### src/lksm_pkg.sv
// ----------------------------------------------------------------------------
// lksm_pkg
// Shared constants and types for the LRU key-to-slot mapper.
// ----------------------------------------------------------------------------
package lksm_pkg;

  localparam int ENTRIES_DEF  = 16;
  localparam int KEY_BITS_DEF = 32;

  localparam int KEY_W   = 32;
  localparam int CAP_W   = 5;
  localparam int COUNT_W = 32;

  localparam logic [CAP_W-1:0] CAP_RESET = 5'd16;

  typedef struct packed {
    logic load;
    logic resolve;
    logic commit;
  } cmd_t;

endpackage

### src/lksm_ctrl.sv
// ----------------------------------------------------------------------------
// lksm_ctrl
// Sequencer for the mapper: load the key, resolve the lookup, commit the update.
// ----------------------------------------------------------------------------
module lksm_ctrl (
  input  logic          clk,
  input  logic          rst_n,
  input  logic          start,
  output logic          busy,
  output lksm_pkg::cmd_t cmd
);

  localparam logic [1:0] ST_IDLE = 2'd0;
  localparam logic [1:0] ST_CMP  = 2'd1;
  localparam logic [1:0] ST_UPD  = 2'd2;

  logic [1:0] state_r;
  logic [1:0] state_nxt;
  logic       accept;

  assign busy   = (state_r == ST_CMP);
  assign accept = start && !busy;

  always_comb begin
    state_nxt = state_r;
    unique case (state_r)
      ST_IDLE: begin
        if (accept) state_nxt = ST_CMP;
      end
      ST_CMP: begin
        state_nxt = ST_UPD;
      end
      ST_UPD: begin
        state_nxt = accept ? ST_CMP : ST_IDLE;
      end
      default: begin
        state_nxt = ST_IDLE;
      end
    endcase
  end

  always_ff @(posedge clk) begin
    if (!rst_n) begin
      state_r <= ST_IDLE;
    end else begin
      state_r <= state_nxt;
    end
  end

  assign cmd.load    = accept;
  assign cmd.resolve = (state_r == ST_CMP);
  assign cmd.commit  = (state_r == ST_UPD);

endmodule

### src/lksm_datapath.sv
// ----------------------------------------------------------------------------
// lksm_datapath
// Key table, recency ranks, counters and result registers of the mapper.
// ----------------------------------------------------------------------------
module lksm_datapath #(
  parameter int ENTRIES  = lksm_pkg::ENTRIES_DEF,
  parameter int KEY_BITS = lksm_pkg::KEY_BITS_DEF
) (
  input  logic                          clk,
  input  logic                          rst_n,
  input  lksm_pkg::cmd_t                cmd,
  input  logic [lksm_pkg::KEY_W-1:0]    in_key,
  input  logic                          cfg_valid,
  input  logic [lksm_pkg::CAP_W-1:0]    cfg_data,
  output logic                          out_valid,
  output logic [$clog2(ENTRIES)-1:0]    out_slot_index,
  output logic                          out_is_new,
  output logic                          out_evicted,
  output logic [lksm_pkg::COUNT_W-1:0]  out_lookup_total,
  output logic [lksm_pkg::COUNT_W-1:0]  out_eviction_total
);

  localparam int IDX_W  = $clog2(ENTRIES);
  localparam int USED_W = $clog2(ENTRIES + 1);
  localparam int KW     = (KEY_BITS < lksm_pkg::KEY_W) ? KEY_BITS : lksm_pkg::KEY_W;

  logic [KW-1:0]                  keys_r [ENTRIES];
  logic [IDX_W-1:0]               rank_r [ENTRIES];
  logic [USED_W-1:0]              used_r;
  logic [KW-1:0]                  key_r;
  logic [lksm_pkg::CAP_W-1:0]     cap_r;
  logic                           hit_r;
  logic                           evict_r;
  logic [IDX_W-1:0]               slot_r;
  logic [IDX_W-1:0]               touch_rank_r;
  logic [lksm_pkg::COUNT_W-1:0]   lookups_r;
  logic [lksm_pkg::COUNT_W-1:0]   evicts_r;

  logic                           out_valid_r;
  logic [IDX_W-1:0]               out_slot_r;
  logic                           out_is_new_r;
  logic                           out_evicted_r;
  logic [lksm_pkg::COUNT_W-1:0]   out_lookups_r;
  logic [lksm_pkg::COUNT_W-1:0]   out_evicts_r;

  logic [ENTRIES-1:0]             valid;
  logic [ENTRIES-1:0]             match;
  logic [ENTRIES-1:0]             lru;
  logic [IDX_W-1:0]               hit_idx;
  logic [IDX_W-1:0]               lru_idx;
  logic [IDX_W-1:0]               match_rank;
  logic                           hit;
  logic                           full;
  logic [31:0]                    cap_w;
  logic [31:0]                    used_w;

  // Valid keys are unique and valid ranks form a permutation, so the match
  // and LRU vectors have at most one bit set and encode by plain OR.
  always_comb begin
    hit_idx    = '0;
    lru_idx    = '0;
    match_rank = '0;
    for (int i = 0; i < ENTRIES; i++) begin
      valid[i] = (32'(i) < 32'(used_r));
      match[i] = valid[i] && (keys_r[i] == key_r);
      lru[i]   = valid[i] && (rank_r[i] == '0);
      if (match[i]) begin
        hit_idx    = hit_idx | IDX_W'(i);
        match_rank = match_rank | rank_r[i];
      end
      if (lru[i]) lru_idx = lru_idx | IDX_W'(i);
    end
  end

  assign hit    = |match;
  assign cap_w  = 32'(cap_r);
  assign used_w = 32'(used_r);

  always_comb begin
    if (cap_w == 32'd0) begin
      full = (used_w >= 32'd1);
    end else if (cap_w > 32'(ENTRIES)) begin
      full = (used_w >= 32'(ENTRIES));
    end else begin
      full = (used_w >= cap_w);
    end
  end

  always_ff @(posedge clk) begin
    if (cmd.load) key_r <= in_key[KW-1:0];
    if (cmd.resolve) begin
      hit_r        <= hit;
      evict_r      <= !hit && full;
      slot_r       <= hit ? hit_idx : (full ? lru_idx : used_r[IDX_W-1:0]);
      touch_rank_r <= hit ? match_rank : '0;
    end
    if (cmd.commit) begin
      if (!hit_r) keys_r[slot_r] <= key_r;
      if (hit_r || evict_r) begin
        for (int i = 0; i < ENTRIES; i++) begin
          if (slot_r == IDX_W'(i)) begin
            rank_r[i] <= IDX_W'(used_r - 1'b1);
          end else if (valid[i] && (rank_r[i] > touch_rank_r)) begin
            rank_r[i] <= rank_r[i] - 1'b1;
          end
        end
      end else begin
        rank_r[slot_r] <= IDX_W'(used_r);
      end
      out_slot_r    <= slot_r;
      out_is_new_r  <= !hit_r;
      out_evicted_r <= evict_r;
      out_lookups_r <= lookups_r + 1'b1;
      out_evicts_r  <= evicts_r + lksm_pkg::COUNT_W'(evict_r);
    end
  end

  always_ff @(posedge clk) begin
    if (!rst_n) begin
      used_r      <= '0;
      cap_r       <= lksm_pkg::CAP_RESET;
      lookups_r   <= '0;
      evicts_r    <= '0;
      out_valid_r <= 1'b0;
    end else begin
      out_valid_r <= cmd.commit;
      if (cfg_valid) cap_r <= cfg_data;
      if (cmd.commit) begin
        lookups_r <= lookups_r + 1'b1;
        if (evict_r) evicts_r <= evicts_r + 1'b1;
        if (!hit_r && !evict_r) used_r <= used_r + 1'b1;
      end
    end
  end

  assign out_valid          = out_valid_r;
  assign out_slot_index     = out_slot_r;
  assign out_is_new         = out_is_new_r;
  assign out_evicted        = out_evicted_r;
  assign out_lookup_total   = out_lookups_r;
  assign out_eviction_total = out_evicts_r;

endmodule

### src/lru_key_to_slot_mapper.sv
// ----------------------------------------------------------------------------
// lru_key_to_slot_mapper
// Fully associative LRU table that maps keys to slot numbers.
//
// A transaction is taken at a rising edge with start high and busy low; the
// key is on in_key. The result appears on the out_ ports after the compare
// and update states, marked by out_valid for exactly one cycle; the receiver
// cannot stall it. Each transaction passes through the parallel key compare
// and LRU search, then the recency rank update; a new transaction can be
// taken during the rank update. busy is high only in the compare cycle, so
// start may be held high.
// The capacity register is written through cfg_valid and cfg_data; cfg_ready
// is always high. Write it only while no transaction is in flight.
// Reset clears the slot count and both counters and sets capacity to 16.
// The key and rank storage needs no clearing pass after reset.
// ----------------------------------------------------------------------------
module lru_key_to_slot_mapper #(
  parameter int ENTRIES  = lksm_pkg::ENTRIES_DEF,
  parameter int KEY_BITS = lksm_pkg::KEY_BITS_DEF
) (
  input  logic                          clk,
  input  logic                          rst_n,
  input  logic                          start,
  output logic                          busy,
  input  logic [lksm_pkg::KEY_W-1:0]    in_key,
  input  logic                          cfg_valid,
  output logic                          cfg_ready,
  input  logic [lksm_pkg::CAP_W-1:0]    cfg_data,
  output logic                          out_valid,
  output logic [$clog2(ENTRIES)-1:0]    out_slot_index,
  output logic                          out_is_new,
  output logic                          out_evicted,
  output logic [lksm_pkg::COUNT_W-1:0]  out_lookup_total,
  output logic [lksm_pkg::COUNT_W-1:0]  out_eviction_total
);

  lksm_pkg::cmd_t cmd;

  assign cfg_ready = 1'b1;

  lksm_ctrl u_ctrl (
    .clk   (clk),
    .rst_n (rst_n),
    .start (start),
    .busy  (busy),
    .cmd   (cmd)
  );

  lksm_datapath #(
    .ENTRIES  (ENTRIES),
    .KEY_BITS (KEY_BITS)
  ) u_datapath (
    .clk                (clk),
    .rst_n              (rst_n),
    .cmd                (cmd),
    .in_key             (in_key),
    .cfg_valid          (cfg_valid),
    .cfg_data           (cfg_data),
    .out_valid          (out_valid),
    .out_slot_index     (out_slot_index),
    .out_is_new         (out_is_new),
    .out_evicted        (out_evicted),
    .out_lookup_total   (out_lookup_total),
    .out_eviction_total (out_eviction_total)
  );

endmodule

### config.mk
export PLATFORM = sky130hd
export DESIGN_NAME = lru_key_to_slot_mapper
export DESIGN_NICKNAME = d
export VERILOG_FILES = /design/src/lksm_pkg.sv /design/src/lksm_ctrl.sv /design/src/lksm_datapath.sv /design/src/lru_key_to_slot_mapper.sv
export SDC_FILE = /design/constraint.sdc
export NUM_CORES = 1
export LEC_CHECK = 0
export BUFFER_PORTS_ARGS = -buffer_cell sky130_fd_sc_hd__buf_4
export CAP_MARGIN = 20
export CORE_ASPECT_RATIO = 0.9
export CORE_MARGIN = 2
export CORE_UTILIZATION = 55
export DETAILED_ROUTE_END_ITERATION = 8
export PLACE_DENSITY_LB_ADDON = 0.2
export SLEW_MARGIN = 10
export SYNTH_ARGS = -nofsm -noshare
export SYNTH_HDL_FRONTEND = slang
export SYNTH_SLANG_ARGS = --single-unit
### constraint.sdc
create_clock -name clk -period 5.4 [get_ports clk]
set_input_delay 0.54 -clock clk [delete_from_list [all_inputs] [get_ports clk]]
set_output_delay 0.54 -clock clk [all_outputs]
set_load 0.05 [all_outputs]
==> out/metrics.csv <==
metric;value;unit
portion of the post-synthesis area used by sequential elements;0.609;
number of failing setup endpoints in the final timing report;0;
critical path, cell by cell;clkinv_1 > buf_4 > o21ai_1 > nand2_1 > nor3_1 > or4_1 > nor2_1 > nand2_4 > mux2i_1;
worst slew slack as a fraction of its limit;0.165;
top cell type's share of synthesized area;0.566;
cell at the root of the clock tree;sky130_fd_sc_hd__clkbuf_16;
H-Tree Depth;3;
ys async rst share;0;
drt wl/cell;25.5;µm
clock net sink count;765;
quantity of I/O buffers inserted on ports;112;
Worst R2R Start;u_datapath.used_r[1];
Post-Syn Area;36500;µm²
Leak;14.8;nW
remaining antenna violation count;0;
type of destination of the critical path;flop;
count leader, synth;sky130_fd_sc_hd__edfxtp_1;
total iterations of the first detailed-routing run;6;
Layout Cells excl Fill;3814;
critical path peak fanout;16;
Post-Synthesis Mean Instance Area;13.3;µm²
amount of wire on met3 after detailed routing;6.97;mm
number of slew-limit violations in the final report;0;
Clock Skew;0.0385;ns
Detailed Route Iter0 Violations;2478;
switching part of the total power;0.224;
sum of met2 wire segment lengths after detailed routing;45.0;mm
Warnings, synthesis;0;
final std cell area, no fill;40900;µm²
PwrDens;315;nW/µm²
clock latency on the worst-skew pair;0.65;ns
initial cell density of the core;0.556;
net count after synthesis;2885;
global-route total usage across every layer;0.285;
cell internal pwr;10.0;mW
total I/O pin count;114;
Detail Placement HPWL;64.0;mm
layout overhead on the synthesized area;12.2;%
Yosys top cell by area;sky130_fd_sc_hd__edfxtp_1;
register-to-register path setup slack;1.31;ns
required time worst endpoint;5.76;ns
net count of the finished layout;3029;
cells resized by post-CTS repair;0;
Hold-fix buffers, CTS;0;
most instantiated cells after synthesis;688 x sky130_fd_sc_hd__edfxtp_1, 497 x sky130_fd_sc_hd__xor2_1, 162 x sky130_fd_sc_hd__xnor2_1;
achievable clock frequency;244;MHz
area of the die;68400;µm²
number of buffers created by CTS;79;
final estimated routing congestion in global placement;0.992;
Hold/Removal Path Class;primary input to flop;
fill count;4870;
largest stage delay on the critical path;0.97;ns
sink of the worst hold path;u_datapath.key_r[23];
placed instance area;38200;µm²
unique cell type count in the Yosys netlist;71;
fraction of final layout cells sized beyond drive strength 1;0.125;
fraction of the cycle the final worst path needs;0.758;
worst hold path depth;1;
die height;248;µm
number of antenna violations at the first check in global routing;1;
number of global-route vias before repair;22100;
Slowest-stage cell, CP;sky130_fd_sc_hd__nor3_1;
worst reg2reg path endpoint;u_datapath.slot_r[2];
Worst Max-Slew Pin Slew;1.25;ns
Clock Power Share;0.441;
setup repair after global routing missed its margin;no;
status;complete, no violations;
clock-pin slew on the worst setup and hold paths;0.06;ns
register share of total power;0.509;
Overall Power;12.9;mW
Via Count;22900;
top routing layer used;met4;
Routed WL;97.3;mm
hold_sp;in_key[23];
Area contributors post-synth;sky130_fd_sc_hd__edfxtp_1 57%, sky130_fd_sc_hd__xor2_1 12%, sky130_fd_sc_hd__dfxtp_1 4.2%, sky130_fd_sc_hd__xnor2_1 3.9%, sky130_fd_sc_hd__ha_1 3.6%;
global-route wire length before repair;143;mm
post-route DRC violation count;0;
number of buffers inserted by post-CTS setup repair;0;
maximum VDD drop;0.315;mV
P_sw;2.89;mW
row count;89;
placeable core region;65600;µm²
TritonCTS clock tree;yes;
x dimension of the die;275;µm
Cells after DPL;3664;
Final Hold Vio Count;0;
number of enable flip-flop cells after synthesis;688;
cells on worst reg2reg path;9;
Arr. time, crit path;4.46;ns
vias per cell;5.99;
critical path startpoint category;flop;
post-route core utilization;0.624;
Period minus WS final;4.09;ns
clk buf depth;3;
Comb pwr share;0.050;
start-to-end type of the worst setup path;flop to flop;
GRT overflow;0;
aggregate negative setup slack;0;ns
flip-flop and latch count after synthesis;765;
pin count of the biggest net entering global routing;91;
top flip-flop cell by instance count after synthesis;sky130_fd_sc_hd__edfxtp_1;
maximum capacitance violations;0;
synthesized netlist cell count;2738;
Routed met1 length;42.0;mm
[cell type report]
cell class                 instances  area [µm²]  area share
multi-input combinational       1782       13200       0.322
clock inverter                    44         512      0.0125
timing repair buffer             193        1490      0.0365
sequential                       765       22200       0.543
inverter                          61         230     0.00563
antenna                            2        5.00    0.000122
clock buffer                     103        2200      0.0538
tap                              864        1080      0.0264
[registers in the layout, summed over array words and instances (netlist names)]
| signal | count |
|---|---|
| u_datapath.out_evicted | 1 |
| u_datapath.out_lookup_total | 32 |
| u_datapath.evicts_r | 32 |
| u_datapath.out_slot_index | 4 |
| u_datapath.out_valid | 1 |
| u_datapath.lookups_r | 32 |
| u_datapath.key_r | 32 |
| u_datapath.out_eviction_total | 32 |
| u_datapath.touch_rank_r | 4 |
| u_datapath.out_is_new | 1 |
| u_datapath.cap_r | 5 |
| u_datapath.used_r | 5 |
| u_ctrl.state_r | 2 |
| u_datapath.slot_r | 4 |
| u_datapath.keys_r | 512 |
| u_datapath.rank_r | 64 |
| u_datapath.evict_r | 1 |
| u_datapath.hit_r | 1 |
[layout by cell type, fill, tap and decap left out, types with 38 or more instances in the layout]
cell type,Yosys,final
sky130_fd_sc_hd__edfxtp_1,688,688
sky130_fd_sc_hd__xor2_1,497,496
sky130_fd_sc_hd__buf_4,27,189
sky130_fd_sc_hd__xnor2_1,162,162
sky130_fd_sc_hd__nand2_1,127,127
sky130_fd_sc_hd__nor4_1,113,113
sky130_fd_sc_hd__ha_1,106,106
sky130_fd_sc_hd__o21ai_0,102,102
sky130_fd_sc_hd__nor2_1,107,91
sky130_fd_sc_hd__clkbuf_16,0,84
sky130_fd_sc_hd__dfxtp_1,77,77
sky130_fd_sc_hd__nand3_1,59,59
sky130_fd_sc_hd__and2_1,59,59
sky130_fd_sc_hd__nand4_1,58,58
sky130_fd_sc_hd__inv_1,58,58
sky130_fd_sc_hd__nor3_1,41,41
sky130_fd_sc_hd__a21oi_1,38,38
[critical path: cells and delay by family (launching register included)]
family | cells | cell delay [ns]
AOI/OAI and AO/OA | 1 | 0.76
buffers and inverters | 2 | 0.70
DFF | 1 | 0.76
muxes | 1 | 0.08
and+or+nand+nor | 5 | 1.50
[cell families after synthesis]
group           after synthesis  synth area share
compound gates              254            0.0440
xor+xnor                    660             0.159
fa+ha+maj                   106            0.0364
buf+inv                     191            0.0313
flops                       765             0.609
mux                          43            0.0121
other cells                   1          0.000103
simple gates                718             0.109
[metrics by stage]
step	hold WS, ns	setup slack [ns]
floorplan	0.407	1.59
global placement	0.422	1.55
detailed placement	0.435	1.55
CTS	0.0309	1.49
global route	0.0385	1.29
finish	0.0619	1.31
[routing by layer]
metal  GRT usage  vias to the layer above
li1            -                    10200
met1       0.402                    11400
met2       0.454                      996
met3      0.0412                      212
met4      0.0989                        0
met5           0                        -
[how the worst max path moves through the flow]
| stage | from | endpoint |
|---|---|---|
| CTS | u_datapath.key_r[27] | u_datapath.slot_r[2] |
| global placement | u_datapath.used_r[1] | u_datapath.slot_r[0] |
| floorplan | u_ctrl.state_r[0] | u_datapath.rank_r[0][0] |
| global route | u_datapath.used_r[1] | u_datapath.slot_r[2] |
| detailed placement | u_datapath.key_r[27] | u_datapath.slot_r[1] |
| finish | u_datapath.used_r[1] | u_datapath.slot_r[2] |
[power groups by stage]
stage,sequential [mW],combinational [mW],clock (mW)
final,6.56,0.649,5.68
after global routing,6.56,0.690,5.96
after CTS,6.56,0.643,5.75
after detailed placement,6.69,0.639,0
after global placement,6.69,0.623,0
after floorplan,6.71,0.380,0
(Power assumes the default switching activity.)
